<file path="config.mk">
export PLATFORM = sky130hd
export DESIGN_NAME = attribute_tlv_selector_core
export DESIGN_NICKNAME = d
export VERILOG_FILES = /design/src/sv/ats_pkg.sv /design/src/sv/ats_ram.sv /design/src/sv/ats_ctrl.sv /design/src/sv/ats_dp.sv /design/src/sv/attribute_tlv_selector_core.sv
export VERILOG_INCLUDE_DIRS = /design/src /design/src/sv
export SDC_FILE = /design/constraint.sdc
export NUM_CORES = 2
export LEC_CHECK = 0
export ABC_AREA = 1
export ABC_CLOCK_PERIOD_IN_PS = 7250
export BUFFER_PORTS_ARGS = -buffer_cell sky130_fd_sc_hd__buf_2
export CAP_MARGIN = 20
export CORE_ASPECT_RATIO = 1.4
export CORE_MARGIN = 3
export CORE_UTILIZATION = 40
export DETAILED_ROUTE_END_ITERATION = 10
export PLACE_DENSITY = 0.6
export SYNTH_ARGS = -nofsm -noshare
export SYNTH_HDL_FRONTEND = slang
export SYNTH_SLANG_ARGS = --single-unit
</file>
<file path="constraint.sdc">
create_clock -name clk -period 7.25 [get_ports clk]
set_clock_uncertainty 0.1 [all_clocks]
set_input_delay 1.0875 -clock clk [delete_from_list [all_inputs] [get_ports clk]]
set_output_delay 1.0875 -clock clk [all_outputs]
set_load 0.05 [all_outputs]
</file>
<file path="src/sv/attribute_tlv_selector_core_defines.svh">
// Assertion macros used by the RTL (ats_dp).
`ifndef ATTRIBUTE_TLV_SELECTOR_CORE_DEFINES_SVH
`define ATTRIBUTE_TLV_SELECTOR_CORE_DEFINES_SVH

// Check that cond holds in the same cycle as trig.
`define ATS_ASSERT_SAME(lbl, trig, cond, msg) \
	lbl: assert property (@(posedge clk) disable iff (!arst_n) (trig) |-> (cond)) \
		else $error(msg);

// Check that cond holds in the cycle after trig.
`define ATS_ASSERT_NEXT(lbl, trig, cond, msg) \
	lbl: assert property (@(posedge clk) disable iff (!arst_n) (trig) |=> (cond)) \
		else $error(msg);

`endif

</file>
<file path="src/sv/ats_pkg.sv">
package ats_pkg;
	localparam logic [1:0] PH_TYPE = 2'd0;
	localparam logic [1:0] PH_LEN  = 2'd1;
	localparam logic [1:0] PH_VAL  = 2'd2;

	localparam logic [1:0] MODE_NONE = 2'd0;
	localparam logic [1:0] MODE_AH   = 2'd1;
	localparam logic [1:0] MODE_ESP  = 2'd2;

	localparam logic [1:0] REG_AUTH_EN = 2'd0;
	localparam logic [1:0] REG_ENC_EN  = 2'd1;
	localparam logic [1:0] REG_AH_MARK = 2'd2;
	localparam logic [1:0] REG_ESP_MARK = 2'd3;

	localparam int MAX_RES = 4;

	typedef struct packed {
		logic [7:0]  out_byte;
		logic        is_summary;
		logic [10:0] byte_count;
		logic        too_long;
	} res_t;

	typedef struct packed {
		logic store;
		logic clr_walk;
		logic rd_type;
		logic rd_len;
		logic set_found;
		logic adv_pos;
		logic commit;
		logic load_out;
	} cmd_t;

	typedef struct packed {
		logic is_wanted;
		logic need_lookup;
		logic pos_end;
		logic type_hit;
		logic rem_lt2;
		logic step_over;
		logic no_result;
		logic out_free;
		logic emit_last;
	} sts_t;
endpackage

</file>
<file path="src/sv/ats_ram.sv">
module ats_ram #(
	parameter int WIDTH = 8,
	parameter int DEPTH = 256
) (
	input  logic                     clk,
	input  logic                     we,
	input  logic [$clog2(DEPTH)-1:0] waddr,
	input  logic [WIDTH-1:0]         wdata,
	input  logic                     re,
	input  logic [$clog2(DEPTH)-1:0] raddr,
	output logic [WIDTH-1:0]         rdata
);
	logic [WIDTH-1:0] mem_q [DEPTH];

	always_ff @(posedge clk) begin
		if (we) begin
			mem_q[waddr] <= wdata;
		end
		if (re) begin
			rdata <= mem_q[raddr];
		end
	end
endmodule

</file>
<file path="src/sv/ats_ctrl.sv">
module ats_ctrl import ats_pkg::*; (
	input  logic clk,
	input  logic arst_n,
	input  logic s_tvalid,
	output logic s_tready,
	input  sts_t sts,
	output cmd_t cmd
);
	localparam logic [2:0] ST_IDLE   = 3'd0;
	localparam logic [2:0] ST_EVAL   = 3'd1;
	localparam logic [2:0] ST_WALK   = 3'd2;
	localparam logic [2:0] ST_CMP_T  = 3'd3;
	localparam logic [2:0] ST_CMP_L  = 3'd4;
	localparam logic [2:0] ST_FINISH = 3'd5;
	localparam logic [2:0] ST_EMIT   = 3'd6;

	logic [2:0] state_q, state_d;

	assign s_tready = (state_q == ST_IDLE);

	always_comb begin
		state_d = state_q;
		cmd = '0;
		unique case (state_q)
			ST_IDLE: begin
				if (s_tvalid) begin
					state_d = ST_EVAL;
				end
			end
			ST_EVAL: begin
				cmd.clr_walk = 1'b1;
				if (!sts.is_wanted) begin
					cmd.store = 1'b1;
					state_d = ST_IDLE;
				end else if (sts.need_lookup) begin
					state_d = ST_WALK;
				end else begin
					state_d = ST_FINISH;
				end
			end
			ST_WALK: begin
				if (sts.pos_end) begin
					state_d = ST_FINISH;
				end else begin
					cmd.rd_type = 1'b1;
					state_d = ST_CMP_T;
				end
			end
			ST_CMP_T: begin
				if (sts.type_hit) begin
					cmd.set_found = 1'b1;
					state_d = ST_FINISH;
				end else if (sts.rem_lt2) begin
					state_d = ST_FINISH;
				end else begin
					cmd.rd_len = 1'b1;
					state_d = ST_CMP_L;
				end
			end
			ST_CMP_L: begin
				if (sts.step_over) begin
					state_d = ST_FINISH;
				end else begin
					cmd.adv_pos = 1'b1;
					state_d = ST_WALK;
				end
			end
			ST_FINISH: begin
				cmd.commit = 1'b1;
				state_d = sts.no_result ? ST_IDLE : ST_EMIT;
			end
			ST_EMIT: begin
				if (sts.out_free) begin
					cmd.load_out = 1'b1;
					if (sts.emit_last) begin
						state_d = ST_IDLE;
					end
				end
			end
			default: begin
				state_d = ST_IDLE;
			end
		endcase
	end

	always_ff @(posedge clk or negedge arst_n) begin
		if (!arst_n) begin
			state_q <= ST_IDLE;
		end else begin
			state_q <= state_d;
		end
	end
endmodule

</file>
<file path="src/sv/ats_dp.sv">
`include "attribute_tlv_selector_core_defines.svh"
module ats_dp import ats_pkg::*; #(
	parameter int OFFERED_MAX = 256,
	parameter int OUT_MAX = 1024
) (
	input  logic        clk,
	input  logic        arst_n,
	input  logic        accept,
	input  logic        in_op,
	input  logic [7:0]  in_byte,
	input  logic        in_last,
	input  logic        cfg_we,
	input  logic [1:0]  cfg_idx,
	input  logic [7:0]  cfg_data,
	output logic [31:0] cfg_rdata,
	input  cmd_t        cmd,
	output sts_t        sts,
	output logic        m_tvalid,
	input  logic        m_tready,
	output res_t        m_res,
	output logic        m_last
);
	localparam int AW  = $clog2(OFFERED_MAX);
	localparam int LW  = $clog2(OFFERED_MAX + 1);
	localparam int SW  = (LW > 8 ? LW : 9) + 1;
	localparam int WLW = $clog2(OUT_MAX + 2);

	logic auth_q, enc_q;
	logic [7:0] ah_q, esp_q;

	logic in_op_q, in_last_q;
	logic [7:0] in_byte_q;

	logic [LW-1:0] len_q, pos_q;
	logic closed_q, found_q;

	logic [1:0] phase_q, mode_q;
	logic [7:0] rem_q;
	logic taking_q, first_q;
	logic [10:0] sel_q;
	logic [WLW-1:0] wlen_q;

	res_t res_q [MAX_RES];
	logic [2:0] n_q, idx_q;
	logic out_v_q;

	logic [7:0] rd_data;
	logic [AW-1:0] raddr, waddr;
	logic ram_we;
	logic [LW-1:0] rem_w, pos_inc;
	logic [SW-1:0] step;

	always_ff @(posedge clk or negedge arst_n) begin
		if (!arst_n) begin
			auth_q <= 1'b0;
			enc_q  <= 1'b0;
			ah_q   <= '0;
			esp_q  <= '0;
		end else if (cfg_we) begin
			unique case (cfg_idx)
				REG_AUTH_EN:  auth_q <= cfg_data[0];
				REG_ENC_EN:   enc_q  <= cfg_data[0];
				REG_AH_MARK:  ah_q   <= cfg_data;
				REG_ESP_MARK: esp_q  <= cfg_data;
				default: ;
			endcase
		end
	end

	always_comb begin
		unique case (cfg_idx)
			REG_AUTH_EN:  cfg_rdata = {31'd0, auth_q};
			REG_ENC_EN:   cfg_rdata = {31'd0, enc_q};
			REG_AH_MARK:  cfg_rdata = {24'd0, ah_q};
			REG_ESP_MARK: cfg_rdata = {24'd0, esp_q};
			default:      cfg_rdata = '0;
		endcase
	end

	always_ff @(posedge clk) begin
		if (accept) begin
			in_op_q   <= in_op;
			in_byte_q <= in_byte;
			in_last_q <= in_last;
		end
	end

	assign ram_we = cmd.store && (closed_q || len_q < LW'(OFFERED_MAX));
	assign waddr  = closed_q ? '0 : len_q[AW-1:0];
	assign pos_inc = pos_q + LW'(1);
	assign raddr  = cmd.rd_len ? pos_inc[AW-1:0] : pos_q[AW-1:0];

	ats_ram #(.WIDTH(8), .DEPTH(OFFERED_MAX)) u_store (
		.clk   (clk),
		.we    (ram_we),
		.waddr (waddr),
		.wdata (in_byte_q),
		.re    (cmd.rd_type || cmd.rd_len),
		.raddr (raddr),
		.rdata (rd_data)
	);

	assign rem_w = len_q - pos_q;
	assign step  = SW'(rd_data) + SW'(2);

	always_ff @(posedge clk or negedge arst_n) begin
		if (!arst_n) begin
			len_q    <= '0;
			closed_q <= 1'b0;
			pos_q    <= '0;
			found_q  <= 1'b0;
		end else begin
			if (cmd.store) begin
				if (closed_q) begin
					len_q <= LW'(1);
				end else if (len_q < LW'(OFFERED_MAX)) begin
					len_q <= len_q + LW'(1);
				end
				closed_q <= in_last_q;
			end
			if (cmd.clr_walk) begin
				pos_q   <= '0;
				found_q <= 1'b0;
			end else if (cmd.adv_pos) begin
				pos_q <= pos_q + step[LW-1:0];
			end
			if (cmd.set_found) begin
				found_q <= 1'b1;
			end
		end
	end

	logic [WLW-1:0] wlen_d;
	logic ok_emit, ah_hit, esp_hit, first_t, hit_pre, sel_hit, tl;
	logic [1:0] mode_t, phase_d, mode_d;
	logic [7:0] rem_d;
	logic taking_d, first_d;
	logic [10:0] sel_d;
	res_t res_d [MAX_RES];
	logic [2:0] n_d;

	assign wlen_d  = (wlen_q <= WLW'(OUT_MAX)) ? wlen_q + WLW'(1) : wlen_q;
	assign ok_emit = wlen_d <= WLW'(OUT_MAX);
	assign ah_hit  = (in_byte_q == ah_q) && auth_q;
	assign esp_hit = (in_byte_q == esp_q) && enc_q;
	assign mode_t  = ah_hit ? MODE_AH : (esp_hit ? MODE_ESP : mode_q);
	assign first_t = ah_hit || esp_hit || first_q;
	assign hit_pre = (phase_q == PH_TYPE) && ok_emit && (mode_t != MODE_NONE) && first_t
		&& (in_byte_q != ah_q) && (in_byte_q != esp_q);
	assign sel_hit = hit_pre && found_q;
	assign tl = wlen_d > WLW'(OUT_MAX);

	always_comb begin
		phase_d  = phase_q;
		mode_d   = mode_q;
		rem_d    = rem_q;
		taking_d = taking_q;
		first_d  = first_q;
		sel_d    = sel_q;
		n_d      = '0;
		for (int i = 0; i < MAX_RES; i++) begin
			res_d[i] = '0;
		end
		case (phase_q)
			PH_TYPE: begin
				mode_d   = mode_t;
				first_d  = first_t;
				taking_d = 1'b0;
				if (sel_hit) begin
					res_d[0].out_byte = (mode_t == MODE_AH) ? ah_q : esp_q;
					res_d[2].out_byte = in_byte_q;
					n_d      = 3'd3;
					sel_d    = sel_q + 11'd3;
					first_d  = 1'b0;
					taking_d = 1'b1;
				end
				phase_d = PH_LEN;
			end
			PH_LEN: begin
				rem_d = in_byte_q;
				if (taking_q && ok_emit) begin
					res_d[0].out_byte = in_byte_q;
					n_d   = 3'd1;
					sel_d = sel_q + 11'd1;
				end
				phase_d = (in_byte_q != 8'd0) ? PH_VAL : PH_TYPE;
			end
			default: begin
				if (taking_q && ok_emit) begin
					res_d[0].out_byte = in_byte_q;
					n_d   = 3'd1;
					sel_d = sel_q + 11'd1;
				end
				if (rem_q > 8'd1) begin
					rem_d = rem_q - 8'd1;
				end else begin
					rem_d   = 8'd0;
					phase_d = PH_TYPE;
				end
			end
		endcase
		if (in_last_q) begin
			res_d[n_d[1:0]].is_summary = 1'b1;
			res_d[n_d[1:0]].byte_count = tl ? 11'd0 : sel_d;
			res_d[n_d[1:0]].too_long   = tl;
			n_d = n_d + 3'd1;
		end
	end

	always_ff @(posedge clk or negedge arst_n) begin
		if (!arst_n) begin
			phase_q  <= PH_TYPE;
			mode_q   <= MODE_NONE;
			rem_q    <= '0;
			taking_q <= 1'b0;
			first_q  <= 1'b0;
			sel_q    <= '0;
			wlen_q   <= '0;
			n_q      <= '0;
			idx_q    <= '0;
			out_v_q  <= 1'b0;
		end else begin
			if (cmd.commit) begin
				n_q   <= n_d;
				idx_q <= '0;
				if (in_last_q) begin
					phase_q  <= PH_TYPE;
					mode_q   <= MODE_NONE;
					rem_q    <= '0;
					taking_q <= 1'b0;
					first_q  <= 1'b0;
					sel_q    <= '0;
					wlen_q   <= '0;
				end else begin
					phase_q  <= phase_d;
					mode_q   <= mode_d;
					rem_q    <= rem_d;
					taking_q <= taking_d;
					first_q  <= first_d;
					sel_q    <= sel_d;
					wlen_q   <= wlen_d;
				end
			end
			if (cmd.load_out) begin
				out_v_q <= 1'b1;
				idx_q   <= idx_q + 3'd1;
			end else if (m_tready) begin
				out_v_q <= 1'b0;
			end
		end
	end

	always_ff @(posedge clk) begin
		if (cmd.commit) begin
			res_q <= res_d;
		end
		if (cmd.load_out) begin
			m_res  <= res_q[idx_q[1:0]];
			m_last <= (idx_q + 3'd1 == n_q);
		end
	end

	assign m_tvalid = out_v_q;

	assign sts.is_wanted   = in_op_q;
	assign sts.need_lookup = hit_pre;
	assign sts.pos_end     = pos_q >= len_q;
	assign sts.type_hit    = rd_data == in_byte_q;
	assign sts.rem_lt2     = rem_w < LW'(2);
	assign sts.step_over   = step > SW'(rem_w);
	assign sts.no_result   = n_d == 3'd0;
	assign sts.out_free    = !out_v_q || m_tready;
	assign sts.emit_last   = (idx_q + 3'd1 == n_q);

	`ATS_ASSERT_SAME(a_load_free, cmd.load_out, !out_v_q || m_tready, "output overwritten")
	`ATS_ASSERT_SAME(a_idx_range, cmd.load_out, idx_q < n_q, "emit past result count")
	`ATS_ASSERT_SAME(a_len_max, 1'b1, len_q <= LW'(OFFERED_MAX), "offered length overflow")
	`ATS_ASSERT_NEXT(a_found_fin, cmd.set_found, found_q, "lookup hit lost")
endmodule

</file>
<file path="src/sv/attribute_tlv_selector_core.sv">
// Sequence: an offered beat is stored in EVAL; a wanted beat passes EVAL, the walk
// if needed, FINISH and, with results, EMIT: one output beat per cycle unless m_tready
// stalls (up to 4 beats per input beat). One input beat at a time; the walk uses
// WALK, CMP_T, CMP_L per element passed over, on the single offered-store read port.
// Reset: arst_n clears control, walk, wanted-side state and config registers to zero;
// input capture and result registers and the offered store are undefined until written.
module attribute_tlv_selector_core import ats_pkg::*; #(
	parameter int OFFERED_MAX = 256,
	parameter int OUT_MAX = 1024
) (
	input  logic        clk,
	input  logic        arst_n,
	input  logic        s_tvalid,
	output logic        s_tready,
	input  logic [7:0]  s_tdata,  // [7:0] data_byte
	input  logic        s_tuser,  // [0] operation
	input  logic        s_tlast,
	output logic        m_tvalid,
	input  logic        m_tready,
	output logic [23:0] m_tdata,  // [7:0] out_byte, [18:8] byte_count, [19] too_long
	output logic        m_tuser,  // [0] is_summary
	output logic        m_tlast,
	input  logic        psel,
	input  logic        penable,
	input  logic        pwrite,
	input  logic [3:0]  paddr,
	input  logic [31:0] pwdata,
	output logic [31:0] prdata,
	output logic        pready
);
	cmd_t cmd;
	sts_t sts;
	res_t res;

	assign pready = 1'b1;

	ats_ctrl u_ctrl (
		.clk      (clk),
		.arst_n   (arst_n),
		.s_tvalid (s_tvalid),
		.s_tready (s_tready),
		.sts      (sts),
		.cmd      (cmd)
	);

	ats_dp #(.OFFERED_MAX(OFFERED_MAX), .OUT_MAX(OUT_MAX)) u_dp (
		.clk       (clk),
		.arst_n    (arst_n),
		.accept    (s_tvalid && s_tready),
		.in_op     (s_tuser),
		.in_byte   (s_tdata),
		.in_last   (s_tlast),
		.cfg_we    (psel && penable && pwrite),
		.cfg_idx   (paddr[3:2]),
		.cfg_data  (pwdata[7:0]),
		.cfg_rdata (prdata),
		.cmd       (cmd),
		.sts       (sts),
		.m_tvalid  (m_tvalid),
		.m_tready  (m_tready),
		.m_res     (res),
		.m_last    (m_tlast)
	);

	assign m_tdata = {4'd0, res.too_long, res.byte_count, res.out_byte};
	assign m_tuser = res.is_summary;
endmodule
</file>
==> insert_results.sql <==
INSERT INTO impl_metrics (metric_group, metric, value, unit) VALUES
('floorplan', 'io_pins', '114', ''),
('sta', 'postLayoutSetupSlackWorst', '1720', 'ps'),
('power', 'power_frac_comb', '32.9', '%'),
('floorplan', 'die-width', '428', 'µm'),
('sta', 'grt_setup_unrepaired', 'false', ''),
('logic_synthesis', 'syn_inst', '9780', ''),
('power', 'ir_worst_vdd', '0.264', 'mV'),
('sta', 'final-max-slew-violation-count', '0', ''),
('logic_synthesis', 'synth-async-reset-ratio', '3.75', '%'),
('cells_and_area', 'finish.net_count', '9786', ''),
('logic_synthesis', 'post-synth-top-area-cell', 'sky130_fd_sc_hd__edfxtp_1', ''),
('cts', 'h-tree-depth', '4', ''),
('logic_synthesis', 'post-synth-top-count-cell', 'sky130_fd_sc_hd__nand2_1', ''),
('cts', 'tritoncts_num_sinks', '2240', ''),
('setup_path', 'timing.critical_path.arrival', '6050', 'ps'),
('logic_synthesis', 'ys_top_cells_by_count', 'sky130_fd_sc_hd__nand2_1 (2822), sky130_fd_sc_hd__edfxtp_1 (2156), sky130_fd_sc_hd__nand3_1 (1798)', ''),
('job', 'timing.max_cap.violations', '0', ''),
('logic_synthesis', 'yosysTopAreaCellShare', '65.0', '%'),
('power', 'power.density', '354', 'nW/µm²'),
('sta', 'fin_setup_tns', '0', 'ps'),
('global_route', 'grt-ovfl-total', '0', ''),
('cts', 'cts.clk_slew.worst_paths', '70', 'ps'),
('detailed_routing', 'dr.first_iter.drc_count', '6210', ''),
('power', 'cellLeakagePower', '44.3', 'nW'),
('cts', 'cts_made_buffers', '211', ''),
('logic_synthesis', 'ys_seq_area_share', '67.1', '%'),
('run_status', 'status', 'complete, no violations', ''),
('power', 'power.switching', '0.0145', 'W'),
('sta', 'worst_slew_pin_slew', '1150', 'ps'),
('cells_and_area', 'area_delta_synth_final', '10.3', '%'),
('cells_and_area', 'drive_above_1_share', '5.74', '%'),
('detailed_routing', 'avgViaCountPerCell', '5.15', ''),
('logic_synthesis', 'synth_edf_count', '2156', ''),
('cts', 'clock_insertion_delay_worst_skew', '900', 'ps'),
('placement', 'dpl_worst_slack', '1760', 'ps'),
('setup_path', 'worstPathMaxFanout', '59', ''),
('power', 'power_report.internal_total', '0.0244', 'W'),
('floorplan', 'row_count', '216', ''),
('cts', 'cts_buffer_depth', '4', ''),
('logic_synthesis', 'synth_flop_cell', 'sky130_fd_sc_hd__edfxtp_1', ''),
('logic_synthesis', 'syn-mean-instance-area', '10.2', 'µm²'),
('logic_synthesis', 'yosys_warnings', '0', ''),
('min_path', 'hold_path.class', 'primary input to flop', ''),
('detailed_routing', 'drt-pass1-iter-count', '8', ''),
('global_route', 'via_count_of_the_first_global_routing_pass', '64900', ''),
('sta', 'report.final.setup_viol', '0', ''),
('logic_synthesis', 'ys_ff_latch', '2240', ''),
('setup_path', 'end_kind', 'flop', ''),
('detailed_routing', 'wl', '273000', 'µm'),
('setup_path', 'worst_ep_required_time', '7770', 'ps'),
('logic_synthesis', 'synth_area_leaders', 'sky130_fd_sc_hd__edfxtp_1 (65%), sky130_fd_sc_hd__nand2_1 (11%), sky130_fd_sc_hd__nand3_1 (9.0%), sky130_fd_sc_hd__inv_1 (5.6%), sky130_fd_sc_hd__dfrtp_1 (2.1%)', ''),
('sta', 'slew-limit-headroom', '22.9', '%'),
('floorplan', 'core-area', '248000', 'µm²'),
('setup_path', 'critical_path.startpoint_type', 'flop', ''),
('detailed_routing', 'drt-wirelength-per-cell', '20.8', 'µm'),
('placement', 'count_of_placed_standard_cells_including_taps', '12700', ''),
('detailed_routing', 'num_vias', '67700', ''),
('global_route', 'pin_count_of_the_biggest_net_entering_global_routing', '163', ''),
('sta', 'period_utilization', '76.3', '%'),
('cts', 'cts_tree', 'yes', ''),
('power', 'reg_power_share', '39.0', '%'),
('floorplan', 'fp.dieArea', '255000', 'µm²'),
('detailed_routing', 'drt.antenna.violating_nets', '0', ''),
('power', 'clkPwrFrac', '28.1', '%'),
('global_route', 'grt_use_total', '20.8', '%'),
('placement', 'port-buffer-count', '58', ''),
('placement', 'finalWeightedCongestion', '0.893', ''),
('logic_synthesis', 'synth_unique_cells', '52', ''),
('sta', 'finalWorstPathRequiredPeriod', '5530', 'ps'),
('sta', 'timing_hold_violations_final', '0', ''),
('cells_and_area', 'post_layout_nonfiller_instances', '13100', '');
## worst max-delay path, cell delays in order (launching register included)
cell and delay, ps:
sky130_fd_sc_hd__dfrtp_1 540, sky130_fd_sc_hd__ha_1 210, sky130_fd_sc_hd__inv_1 80, sky130_fd_sc_hd__fa_1 400
sky130_fd_sc_hd__nand2_1 110, sky130_fd_sc_hd__nand2_1 100, sky130_fd_sc_hd__nand3_1 100, sky130_fd_sc_hd__nand2_1 60
sky130_fd_sc_hd__nand2_1 60, sky130_fd_sc_hd__nand2_1 60, sky130_fd_sc_hd__nor2_1 130, sky130_fd_sc_hd__nand3_2 190
sky130_fd_sc_hd__nand3_4 190, sky130_fd_sc_hd__inv_2 90, sky130_fd_sc_hd__nand3_1 160, sky130_fd_sc_hd__nand2_4 420
sky130_fd_sc_hd__inv_8 660, sky130_fd_sc_hd__buf_4 370, sky130_fd_sc_hd__nand3_1 120, sky130_fd_sc_hd__nand3_1 90
sky130_fd_sc_hd__nand3_1 290, sky130_fd_sc_hd__nand3_1 170, sky130_fd_sc_hd__nand3_1 230, sky130_fd_sc_hd__nand3_1 220
sky130_fd_sc_hd__nand2_1 70
## stage by stage
step | util [%] | power, W | hold WS (ps) | area (µm²)
final | 44.4 | 0.0389 | 314 | 110000
after global routing | 44.4 | 0.0407 | 284 | 110000
after CTS | 44.4 | 0.0390 | 253 | 110000
after detailed placement | 41.7 | 0.0282 | 403 | 103000
after global placement | 41.7 | 0.0280 | 368 | 103000
after floorplan | - | 0.0238 | 348 | 99800
## cells by family (layout without fill, tap and decap cells)
kind of cell / Yosys count / in the layout / share of synthesized area (%)
compound gates: 269 / 269 / 1.61
xor+xnor: 57 / 57 / 0.501
flops: 2240 / 2240 / 67.1
simple gates: 5142 / 5142 / 21.9
fa+ha+maj: 41 / 41 / 0.530
other cells: 2 / 34 / 0.00754
buf+inv: 2029 / 2080 / 8.34
## power groups by stage
stage	Combinational (W)	Sequential, W	Clock (W)
after floorplan	0.00799	0.0158	0
after global placement	0.0126	0.0154	0
after detailed placement	0.0127	0.0154	0
after CTS	0.0128	0.0151	0.0111
after global routing	0.0140	0.0152	0.0116
final	0.0128	0.0151	0.0109
## worst paths after layout
kind	cells past startpoint	end	slack, ps	start
setup / recovery	24	u_dp.u_store.rdata[1]	1720	u_dp.pos_q[0]
hold / removal	1	u_dp.in_byte_q[4]	310	s_tdata[4]
setup reg to reg	24	u_dp.u_store.rdata[1]	1720	u_dp.pos_q[0]
hold reg to reg	2	u_dp.n_q[0]	420	u_dp.n_q[0]
max in group asynchronous	3	u_dp.wlen_q[3]	5320	arst_n
min in group asynchronous	2	u_dp.len_q[5]	580	arst_n
## state kept, by name, summed over array words and instances (netlist names), 8 cells and up
signal and cells:
u_dp.len_q 9, u_dp.m_res 21, u_dp.ah_q 8, u_dp.in_byte_q 8, u_dp.u_store.mem_q 2048, u_dp.pos_q 9
u_dp.esp_q 8, u_dp.wlen_q 11, u_dp.u_store.rdata 8, u_dp.rem_q 8, u_dp.sel_q 11, u_dp.res_q 68
## placed cells by master (no fill, tap or decap), types with 60 or more instances in the layout
master,netlist,final
sky130_fd_sc_hd__o21ai_0,123,122
sky130_fd_sc_hd__nor2_1,436,434
sky130_fd_sc_hd__inv_1,1487,1480
sky130_fd_sc_hd__nand3_1,1798,1798
sky130_fd_sc_hd__dfrtp_1,84,84
sky130_fd_sc_hd__nand2_1,2822,2814
sky130_fd_sc_hd__buf_2,351,60
sky130_fd_sc_hd__edfxtp_1,2156,2156
sky130_fd_sc_hd__buf_4,61,97
sky130_fd_sc_hd__clkbuf_16,0,216
## timing repair
action | 4_1_cts | 5_1_grt
gates resized for setup | 0 | 0
endpoints found under the hold margin | 9 | 0
setup endpoints to repair | 0 | 0
hold buffers | 1 | 0
## per-layer routing
metal  track usage (%)  wire (µm)  up-vias
li1                  -          -    31900
met1              25.1     104000    32700
met2              36.1     135000     2475
met3              2.55      17100      612
met4              11.9      16700        0
met5                 0          0        -
## cell type report
| cell class | instances | area, µm² |
|---|---|---|
| inverter | 1499 | 5640 |
| clock buffer | 251 | 5570 |
| fill | 23100 | 138000 |
| sequential | 2240 | 66800 |
| multi-input combinational | 5539 | 24700 |
| tap | 3270 | 4090 |
| timing repair buffer | 201 | 1910 |
| antenna | 4 | 10.0 |
| clock inverter | 129 | 1090 |
Note: power is estimated with default switching activity, not from simulation.
